==> config.mk <==
export PLATFORM = sky130hd
export DESIGN_NAME = hex_mesh_connectivity_gen_top
export DESIGN_NICKNAME = d
export VERILOG_FILES = /design/src/rtl/core/hmcg_pkg.sv /design/src/rtl/core/hmcg_elem_pipe.sv /design/src/rtl/core/hmcg_node_seq.sv /design/src/rtl/core/hex_mesh_connectivity_gen_top.sv
export VERILOG_INCLUDE_DIRS = /design/src /design/src/rtl/core
export SDC_FILE = /design/constraint.sdc
export NUM_CORES = 2
export LEC_CHECK = 0
export BUFFER_PORTS_ARGS = -buffer_cell sky130_fd_sc_hd__buf_2
export CAP_MARGIN = 20
export CORE_MARGIN = 2
export CORE_UTILIZATION = 55
export DETAILED_ROUTE_END_ITERATION = 12
export PLACE_DENSITY = 0.78
export SETUP_SLACK_MARGIN = 0.5
export SLEW_MARGIN = 20
export SYNTH_ARGS = -nofsm -noshare
export SYNTH_HDL_FRONTEND = slang
export SYNTH_SLANG_ARGS = --single-unit
==> constraint.sdc <==
create_clock -name clk -period 8.78 [get_ports clk]
set_clock_uncertainty 0.1 [all_clocks]
set_input_delay 1.756 -clock clk [delete_from_list [all_inputs] [get_ports clk]]
set_output_delay 1.756 -clock clk [all_outputs]
set_load 0.005 [all_outputs]
==> src/rtl/core/hex_mesh_connectivity_gen_top_macros.svh <==
// Assertion macros for the hex mesh connectivity generator.
// Included by the top level; no other dependencies.
`ifndef HEX_MESH_CONNECTIVITY_GEN_TOP_MACROS_SVH
`define HEX_MESH_CONNECTIVITY_GEN_TOP_MACROS_SVH
`ifndef ASSERT_OFF
// antecedent implies consequent in the same cycle
`define HMCG_ASSERT_SAME(label, clk, rst_n, ante, cons) \
    label: assert property (@(posedge clk) disable iff (!rst_n) (ante) |-> (cons)) \
        else $error("hmcg assertion failed");
// antecedent implies consequent in the next cycle
`define HMCG_ASSERT_NEXT(label, clk, rst_n, ante, cons) \
    label: assert property (@(posedge clk) disable iff (!rst_n) (ante) |=> (cons)) \
        else $error("hmcg assertion failed");
`else
`define HMCG_ASSERT_SAME(label, clk, rst_n, ante, cons)
`define HMCG_ASSERT_NEXT(label, clk, rst_n, ante, cons)
`endif
`endif

==> src/rtl/core/hmcg_pkg.sv <==
// Package for the hex mesh connectivity generator: payload and control
// structs, register indexes and helper functions. No dependencies.
package hmcg_pkg;

    // configuration register indexes
    localparam logic [7:0] REG_ELEMS_X    = 8'd0;
    localparam logic [7:0] REG_ELEMS_Y    = 8'd1;
    localparam logic [7:0] REG_ELEMS_Z    = 8'd2;
    localparam logic [7:0] REG_POLY_ORDER = 8'd3;

    // one input item
    typedef struct packed {
        logic [7:0] elem_x;
        logic [7:0] elem_y;
        logic [7:0] elem_z;
    } hmcg_in_t;

    // one result item
    typedef struct packed {
        logic [23:0] element_index;
        logic [5:0]  local_node;
        logic [28:0] global_node;
        logic        last;
        logic        bad_element;
    } hmcg_out_t;

    // effective configuration and derived grid strides
    typedef struct packed {
        logic [7:0]  cx;
        logic [7:0]  cy;
        logic [7:0]  cz;
        logic [1:0]  p;
        logic [9:0]  nx;
        logic [9:0]  ny;
        logic [19:0] nxny;
    } hmcg_cfg_t;

    // element descriptor handed from the element pipe to the node sequencer
    typedef struct packed {
        logic        valid;
        logic        bad;
        logic [23:0] elem_idx;
        logic [28:0] base;
    } hmcg_elem_t;

    // local number of the final node of an element of order p
    function automatic logic [5:0] last_local(input logic [1:0] p);
        logic [5:0] r;
        case (p)
            2'd2:    r = 6'd26;
            2'd3:    r = 6'd63;
            default: r = 6'd7;
        endcase
        return r;
    endfunction

endpackage

==> src/rtl/core/hmcg_elem_pipe.sv <==
// Element pipe: range check, element index and base node per element.
// Three stallable stages; depends on hmcg_pkg.
module hmcg_elem_pipe
    import hmcg_pkg::*;
(
    input  logic       clk,
    input  logic       rst_n,
    input  hmcg_cfg_t  cfg,
    input  logic       start,
    output logic       busy,
    input  hmcg_in_t   elem,
    input  logic       take,
    output hmcg_elem_t desc
);

    // stage registers
    logic        s1_v_reg, s1_v_next;
    logic [7:0]  s1_ex_reg, s1_ey_reg, s1_ez_reg;

    logic        s2_v_reg, s2_v_next;
    logic        s2_bad_reg;
    logic [7:0]  s2_ex_reg, s2_ey_reg;
    logic [15:0] s2_t_reg;
    logic [9:0]  s2_px_reg, s2_py_reg, s2_pz_reg;

    logic        s3_v_reg, s3_v_next;
    logic        s3_bad_reg;
    logic [7:0]  s3_ex_reg;
    logic [16:0] s3_u_reg;
    logic [9:0]  s3_px_reg;
    logic [20:0] s3_v_val_reg;

    logic        acc, s1_mv, s2_mv, s3_mv;
    logic        bad_c;
    logic [15:0] t_c;
    logic [9:0]  px_c, py_c, pz_c;
    logic [16:0] u_c;
    logic [20:0] v_c;
    logic [24:0] eidx_c;
    logic [30:0] base_c;

    // flow control: a stage moves when the next one is empty or moving
    always_comb
    begin
        s3_mv = s3_v_reg & take;
        s2_mv = s2_v_reg & (~s3_v_reg | s3_mv);
        s1_mv = s1_v_reg & (~s2_v_reg | s2_mv);
        busy  = s1_v_reg & ~s1_mv;
        acc   = start & ~busy;
    end

    // stage 1 -> 2: range check and first products
    always_comb
    begin
        bad_c = (s1_ex_reg >= cfg.cx) | (s1_ey_reg >= cfg.cy) | (s1_ez_reg >= cfg.cz);
        t_c   = 16'(cfg.cy) * 16'(s1_ez_reg);
        px_c  = 10'(cfg.p) * 10'(s1_ex_reg);
        py_c  = 10'(cfg.p) * 10'(s1_ey_reg);
        pz_c  = 10'(cfg.p) * 10'(s1_ez_reg);
    end

    // stage 2 -> 3: row term of element index, plane term of base
    always_comb
    begin
        u_c = 17'(s2_ey_reg) + 17'(s2_t_reg);
        v_c = 21'(s2_py_reg) + 21'(cfg.ny) * 21'(s2_pz_reg);
    end

    // stage 3 -> sequencer: final products
    always_comb
    begin
        eidx_c        = 25'(s3_ex_reg) + 25'(cfg.cx) * 25'(s3_u_reg);
        base_c        = 31'(s3_px_reg) + 31'(cfg.nx) * 31'(s3_v_val_reg);
        desc.valid    = s3_v_reg;
        desc.bad      = s3_bad_reg;
        desc.elem_idx = eidx_c[23:0];
        desc.base     = base_c[28:0];
    end

    // valid bits
    always_comb
    begin
        s1_v_next = acc ? 1'b1 : (s1_mv ? 1'b0 : s1_v_reg);
        s2_v_next = s1_mv ? 1'b1 : (s2_mv ? 1'b0 : s2_v_reg);
        s3_v_next = s2_mv ? 1'b1 : (s3_mv ? 1'b0 : s3_v_reg);
    end

    always_ff @(posedge clk or negedge rst_n)
    begin
        if (!rst_n)
        begin
            s1_v_reg <= 1'b0;
            s2_v_reg <= 1'b0;
            s3_v_reg <= 1'b0;
        end
        else
        begin
            s1_v_reg <= s1_v_next;
            s2_v_reg <= s2_v_next;
            s3_v_reg <= s3_v_next;
        end
    end

    // payload registers
    always_ff @(posedge clk)
    begin
        if (acc)
        begin
            s1_ex_reg <= elem.elem_x;
            s1_ey_reg <= elem.elem_y;
            s1_ez_reg <= elem.elem_z;
        end
        if (s1_mv)
        begin
            s2_bad_reg <= bad_c;
            s2_ex_reg  <= s1_ex_reg;
            s2_ey_reg  <= s1_ey_reg;
            s2_t_reg   <= t_c;
            s2_px_reg  <= px_c;
            s2_py_reg  <= py_c;
            s2_pz_reg  <= pz_c;
        end
        if (s2_mv)
        begin
            s3_bad_reg   <= s2_bad_reg;
            s3_ex_reg    <= s2_ex_reg;
            s3_u_reg     <= u_c;
            s3_px_reg    <= s2_px_reg;
            s3_v_val_reg <= v_c;
        end
    end

endmodule

==> src/rtl/core/hmcg_node_seq.sv <==
// Node sequencer: walks the (p+1)^3 local nodes of one element, one per
// cycle, with running row and plane bases; registered result. Uses hmcg_pkg.
module hmcg_node_seq
    import hmcg_pkg::*;
(
    input  logic       clk,
    input  logic       rst_n,
    input  hmcg_cfg_t  cfg,
    input  hmcg_elem_t desc,
    output logic       take,
    output logic       strobe,
    output hmcg_out_t  result
);

    logic        act_reg, act_next;
    logic        bad_reg, bad_next;
    logic [23:0] eidx_reg, eidx_next;
    logic [1:0]  i_reg, i_next, j_reg, j_next, k_reg, k_next;
    logic [5:0]  loc_reg, loc_next;
    logic [28:0] row_reg, row_next, plane_reg, plane_next;

    logic        strobe_reg, strobe_next;
    hmcg_out_t   result_reg, result_next;

    logic        is_last;
    logic [28:0] plane_inc;

    // end of element and hand-off of the next descriptor
    always_comb
    begin
        is_last = bad_reg | ((i_reg == cfg.p) & (j_reg == cfg.p) & (k_reg == cfg.p));
        take    = ~act_reg | is_last;
    end

    // counters and running bases
    always_comb
    begin
        act_next   = act_reg;
        bad_next   = bad_reg;
        eidx_next  = eidx_reg;
        i_next     = i_reg;
        j_next     = j_reg;
        k_next     = k_reg;
        loc_next   = loc_reg;
        row_next   = row_reg;
        plane_next = plane_reg;
        plane_inc  = plane_reg + {9'd0, cfg.nxny};
        if (take & desc.valid)
        begin
            act_next   = 1'b1;
            bad_next   = desc.bad;
            eidx_next  = desc.elem_idx;
            i_next     = 2'd0;
            j_next     = 2'd0;
            k_next     = 2'd0;
            loc_next   = 6'd0;
            row_next   = desc.base;
            plane_next = desc.base;
        end
        else if (act_reg & is_last)
        begin
            act_next = 1'b0;
        end
        else if (act_reg)
        begin
            loc_next = loc_reg + 6'd1;
            if (i_reg != cfg.p)
            begin
                i_next = i_reg + 2'd1;
            end
            else
            begin
                i_next = 2'd0;
                if (j_reg != cfg.p)
                begin
                    j_next   = j_reg + 2'd1;
                    row_next = row_reg + {19'd0, cfg.nx};
                end
                else
                begin
                    j_next     = 2'd0;
                    k_next     = k_reg + 2'd1;
                    plane_next = plane_inc;
                    row_next   = plane_inc;
                end
            end
        end
    end

    // result of the current node
    always_comb
    begin
        strobe_next = act_reg;
        if (bad_reg)
        begin
            result_next.element_index = 24'd0;
            result_next.local_node    = 6'd0;
            result_next.global_node   = 29'd0;
            result_next.last          = 1'b1;
            result_next.bad_element   = 1'b1;
        end
        else
        begin
            result_next.element_index = eidx_reg;
            result_next.local_node    = loc_reg;
            result_next.global_node   = row_reg + {27'd0, i_reg};
            result_next.last          = is_last;
            result_next.bad_element   = 1'b0;
        end
    end

    always_ff @(posedge clk or negedge rst_n)
    begin
        if (!rst_n)
        begin
            act_reg    <= 1'b0;
            strobe_reg <= 1'b0;
        end
        else
        begin
            act_reg    <= act_next;
            strobe_reg <= strobe_next;
        end
    end

    always_ff @(posedge clk)
    begin
        bad_reg    <= bad_next;
        eidx_reg   <= eidx_next;
        i_reg      <= i_next;
        j_reg      <= j_next;
        k_reg      <= k_next;
        loc_reg    <= loc_next;
        row_reg    <= row_next;
        plane_reg  <= plane_next;
        result_reg <= result_next;
    end

    assign strobe = strobe_reg;
    assign result = result_reg;

endmodule

==> src/rtl/core/hex_mesh_connectivity_gen_top.sv <==
// Hex mesh connectivity generator, top level.
// Results pass the element pipe stages and the sequencer's result register; one result
// per cycle within an element, (p+1)^3 results per element (one for a rejected one).
// Elements enter back to back through a three-stage element pipe; busy only
// while the pipe is full. The receiver cannot stall results.
// Reset (rst_n, async low): pipe and sequencer empty, all configuration registers read 1.
`include "hex_mesh_connectivity_gen_top_macros.svh"
module hex_mesh_connectivity_gen_top
    import hmcg_pkg::*;
#(
    parameter int MAX_ELEMS_PER_AXIS = 255,
    parameter int MAX_ORDER          = 3
)
(
    input  logic       clk,
    input  logic       rst_n,
    input  logic       cfg_valid,
    output logic       cfg_ready,
    input  logic [7:0] cfg_index,
    input  logic [7:0] cfg_data,
    input  logic       start,
    output logic       busy,
    input  hmcg_in_t   elem,
    output logic       strobe,
    output hmcg_out_t  result
);

    logic [7:0] elems_x_reg, elems_y_reg, elems_z_reg;
    logic [1:0] poly_order_reg;
    hmcg_cfg_t  cfg_reg, cfg_next;
    hmcg_elem_t desc;
    logic       take;

    assign cfg_ready = 1'b1;

    // configuration registers
    always_ff @(posedge clk or negedge rst_n)
    begin
        if (!rst_n)
        begin
            elems_x_reg    <= 8'd1;
            elems_y_reg    <= 8'd1;
            elems_z_reg    <= 8'd1;
            poly_order_reg <= 2'd1;
        end
        else if (cfg_valid)
        begin
            unique case (cfg_index)
                REG_ELEMS_X:    elems_x_reg    <= cfg_data;
                REG_ELEMS_Y:    elems_y_reg    <= cfg_data;
                REG_ELEMS_Z:    elems_z_reg    <= cfg_data;
                REG_POLY_ORDER: poly_order_reg <= cfg_data[1:0];
                default:        ;
            endcase
        end
    end

    // effective counts and order, clamped
    function automatic logic [7:0] eff_count(input logic [7:0] v);
        logic [7:0] r;
        if (v == 8'd0)
            r = 8'd1;
        else if (int'(v) > MAX_ELEMS_PER_AXIS)
            r = 8'(MAX_ELEMS_PER_AXIS);
        else
            r = v;
        return r;
    endfunction

    // derived strides, registered; nxny is taken from the registered nx/ny, so it follows them in the next cycle
    always_comb
    begin
        cfg_next.cx = eff_count(elems_x_reg);
        cfg_next.cy = eff_count(elems_y_reg);
        cfg_next.cz = eff_count(elems_z_reg);
        if (poly_order_reg == 2'd0)
            cfg_next.p = 2'd1;
        else if (int'(poly_order_reg) > MAX_ORDER)
            cfg_next.p = 2'(MAX_ORDER);
        else
            cfg_next.p = poly_order_reg;
        cfg_next.nx   = 10'(cfg_reg.p) * 10'(cfg_reg.cx) + 10'd1;
        cfg_next.ny   = 10'(cfg_reg.p) * 10'(cfg_reg.cy) + 10'd1;
        cfg_next.nxny = 20'(cfg_reg.nx) * 20'(cfg_reg.ny);
    end

    always_ff @(posedge clk or negedge rst_n)
    begin
        if (!rst_n)
        begin
            cfg_reg.cx   <= 8'd1;
            cfg_reg.cy   <= 8'd1;
            cfg_reg.cz   <= 8'd1;
            cfg_reg.p    <= 2'd1;
            cfg_reg.nx   <= 10'd2;
            cfg_reg.ny   <= 10'd2;
            cfg_reg.nxny <= 20'd4;
        end
        else
        begin
            cfg_reg <= cfg_next;
        end
    end

    hmcg_elem_pipe u_elem_pipe (
        .clk   (clk),
        .rst_n (rst_n),
        .cfg   (cfg_reg),
        .start (start),
        .busy  (busy),
        .elem  (elem),
        .take  (take),
        .desc  (desc)
    );

    hmcg_node_seq u_node_seq (
        .clk    (clk),
        .rst_n  (rst_n),
        .cfg    (cfg_reg),
        .desc   (desc),
        .take   (take),
        .strobe (strobe),
        .result (result)
    );

    // a rejected element gives one zeroed, final result
    `HMCG_ASSERT_SAME(a_bad_zero, clk, rst_n, strobe && result.bad_element, result.last && result.global_node == 29'd0 && result.local_node == 6'd0)
    // the final node of a good element has the highest local number
    `HMCG_ASSERT_SAME(a_last_local, clk, rst_n, strobe && result.last && !result.bad_element, result.local_node == last_local(cfg_reg.p))
    // nodes of one element come in consecutive cycles
    `HMCG_ASSERT_NEXT(a_no_gap, clk, rst_n, strobe && !result.last, strobe)
    // local numbers count up by one within an element
    `HMCG_ASSERT_NEXT(a_local_step, clk, rst_n, strobe && !result.last, result.local_node == $past(result.local_node) + 6'd1)

endmodule

==> impl_metrics.csv <==
group,metric,value,unit
cts,clock_sinks,397,
setup_path,path_common_cell,"fa_1",
yosys,synthTopCellsByArea,"fa_1, edfxtp_1, ha_1, inv_1, and2_1",
yosys,synth-edff-count,227,
cts,cts_hold_buf,0,
final_layout,fillers,5548,
yosys,synth_top_area_share,22.7,%
sta,setup_tns,0,ns
setup_path,cp_cell_sequence,"nand2_1, fa_1, fa_1, inv_1, fa_1, fa_1, inv_1, fa_1, inv_1, ha_1, a21o_1, a21o_1, a2111oi_2, o22ai_1, a31o_4, a21oi_1, a21oi_1, xnor2_1, o22ai_1",
yosys,synthesis.nets,4774,
global_routing,overflow,0,
die,pin_count,108,
setup_path,worst_setup_path_end_kind,"flop",
final_layout,drive_gt1_share,7.12,%
global_routing,grt_usage,24.1,%
yosys,synth_xor_area_share,4.70,%
setup_path,cpPeakStageDelay,0.97,ns
setup_path,cp.required,9.03,ns
cts,cts_root_buf,"clkbuf_16",
setup_path,cp.arrival,6.60,ns
sta,maxSlewHeadroom,40.0,%
power,power.density,194,nW/um^2
setup_path,r2r_cells,19,
final_layout,largest_reg_flops,66,
yosys,syn_avg_cell_area,9.80,um^2
cts,cts_setup_buffers,0,
status,status,"completed",
sta,drv_slew,0,
cts,cts_resized,0,
die,die_h,268,um
placed_design,io_buffers,106,
sta,hold_viol_final,0,
cts,cts_tree,"built",
cts,cts_max_level,2,
global_routing,antenna_found_initial,1,
setup_path,crit_cells,19,
placed_design,place_congestion,0.927,
yosys,synth-seq-cells,397,
setup_path,worstSetupPathType,"reg2reg",
hold_path,min_to,"cfg_reg[43]",
flow_run,cap_violations,0,
cts,max-clock-path-buffers,3,
sta,tightest_slew,0.897,ns
setup_path,crit_slowest_cell,"dfstp_2",
power,p_leak,19.9,nW
route,viasPerCell,5.42,
setup_path,r2r-start,"cfg_reg[31]",
yosys,yosys.area_share.simple,15.5,%
placed_design,placed_cells,4810,
route,ant_nets,0,
yosys,yosysTopAreaCell,"fa_1",
die,initial_core_util,55.8,%
yosys,netlist_instances,3919,
cts,clk_latency,0.62,ns
sta,setup_viol,0,
yosys,synth_fa_ha_area_share,34.9,%
setup_path,startpoint_type,"flop",
yosys,ys.flop_type,"edfxtp_1",
final_layout,final_cell_mix,"inv_1, nand2_1, fa_1",
sta,fmax,157,MHz
yosys,synth_compound_area_share,7.52,%
final_layout,final_common_cell,"inv_1",
die,die_width,268,um
yosys,synth_top_family_by_area,"adder cells",
power,worst_ir_drop_vdd,187,uV
final_layout,syn2layout_area_growth,7.12,%
route,drt_iter0_drc,2052,
hold_path,holdCritPathClass,"reg2reg",
yosys,async_flop_share,24.4,%
route,wl_per_cell,17.1,um
die,rows,96,
global_routing,grt_pass1_wl,139000,um
die,core,68800,um^2
setup_path,crit_buf_inv,3,
placed_design,hpwl,63500,um
cts,clk_pin_slew_worst_paths,0.06,ns
route,wirelength,83700,um
global_routing,grt_start_max_net_pins,64,
hold_path,min_from,"elems_z_reg[1]",
yosys,synth_mux_area_share,1.26,%
route,dr.pass1.iters,6,
yosys,synth_area,38400,um^2
hold_path,hold_depth,0,
yosys,synth_warnings,0,
final_layout,final_cells,4892,
setup_path,path_max_fanout,33,
final_layout,nets,4780,
setup_path,r2r_setup_slack,2.42,ns
cts,numCtsBuffers,44,
route,num_vias,26500,
final_layout,antennaDiodeCount,0,
route,route.detailed.drc,0,
yosys,ys_types,83,
sta,post-route-period-util,72.4,%
setup_path,timing.rr.end,"u_node_seq.row_reg[28]",
yosys,ys_seq_area_share,27.9,%
final_layout,final_core_util,59.8,%
die,fp.dieArea,72000,um^2
setup_path,cpLargestDelayFamily,"adder cells",
sta,rsz0062_at_grt,"no",
sta,period_needed,6.36,ns
global_routing,grt_pass1_vias,27800,
layer usage:
metal  track usage (%)  share of wire, %  up-vias
met5                 0                 0        -
met4              9.65               3.9        0
met3              3.43               5.7      169
met2              41.5                49      763
met1              30.7                42    13200
li1                  -                 -    12400
where the power goes:
part / internal (W) / switching [W] / total (W)
logic: 0.00139 / 0.00188 / 0.00327
clock network: 0.00112 / 0.000809 / 0.00193
registers: 0.00238 / 0.000396 / 0.00277
total: 0.00488 / 0.00309 / 0.00797
synth_stat cells, types with 6 or more instances:
cell       number
o21ai_0        93
nand3_1        39
buf_2           6
nor2_1        129
clkbuf_1      152
o21a_1         18
nor3_1         32
nand4_1         9
dfrtp_1        86
a21o_1         64
a21boi_0        9
nor2b_1        54
a31oi_1         6
and2_1        367
edfxtp_1      227
nand2b_1       30
o21bai_1       24
mux2i_1        17
xor2_1         64
and3_1         24
nor3b_1         6
inv_1         657
xnor2_1       142
or3_1          19
nor4_1          6
nand2_1       455
dfstp_2        11
a211oi_1        9
o21ai_1        10
ha_1          375
o2111ai_1       6
dfxtp_1        73
o31ai_1         6
fa_1          436
a21oi_1       130
mux2_2         28
o211ai_1       13
worst reg2reg max path, cell delays in order, from the launching register on:
cell       delay [ns]
dfstp_2          0.97
nand2_1          0.16
fa_1             0.48
fa_1             0.51
inv_1            0.05
fa_1             0.46
fa_1             0.55
inv_1            0.06
fa_1             0.53
inv_1            0.04
ha_1             0.32
a21o_1           0.20
a21o_1           0.18
a2111oi_2        0.35
o22ai_1          0.20
a31o_4           0.30
a21oi_1          0.17
a21oi_1          0.10
xnor2_1          0.24
o22ai_1          0.10
layout make-up:
| type | count | area [um^2] | area share, % |
|---|---|---|---|
| Tap cell | 931 | 1160 | 2.83 |
| Clock inverter | 23 | 263 | 0.639 |
| Timing Repair Buffer | 125 | 676 | 1.64 |
| Inverter | 658 | 2470 | 6.00 |
| Sequential cell | 397 | 10700 | 26.1 |
| Clock buffer | 59 | 1260 | 3.06 |
| Multi-Input combinational cell | 2699 | 24600 | 59.8 |
logic make-up after synthesis:
group	Yosys count
compound gates	442
xor+xnor	206
fa+ha+maj	811
buf+inv	823
flops	397
mux	45
other cells	1
simple gates	1194
per-stage QoR:
stage | power (W) | area, um^2 | hold slack (ns) | setup slack (ns)
2_1_floorplan | 0.00516 | 38400 | 0.284 | 2.91
3_3_place_gp | 0.00592 | 39600 | 0.280 | 2.15
5_1_grt | 0.00857 | 41100 | 0.300 | 2.04
4_1_cts | 0.00799 | 41100 | 0.299 | 2.08
3_5_place_dp | 0.00603 | 39600 | 0.283 | 2.09
6_report | 0.00797 | 41100 | 0.300 | 2.42
worst max-delay path by stage:
stage,from,end,slack [ns]
3_3_place_gp,cfg_reg[36],u_node_seq.row_reg[28],2.15
5_1_grt,cfg_reg[31],u_node_seq.row_reg[28],2.04
2_1_floorplan,cfg_reg[31],u_node_seq.plane_reg[20],2.91
3_5_place_dp,cfg_reg[36],u_node_seq.row_reg[28],2.09
4_1_cts,cfg_reg[36],u_node_seq.row_reg[28],2.08
6_report,cfg_reg[31],u_node_seq.row_reg[28],2.42
Power figures use the tool's default switching activity.
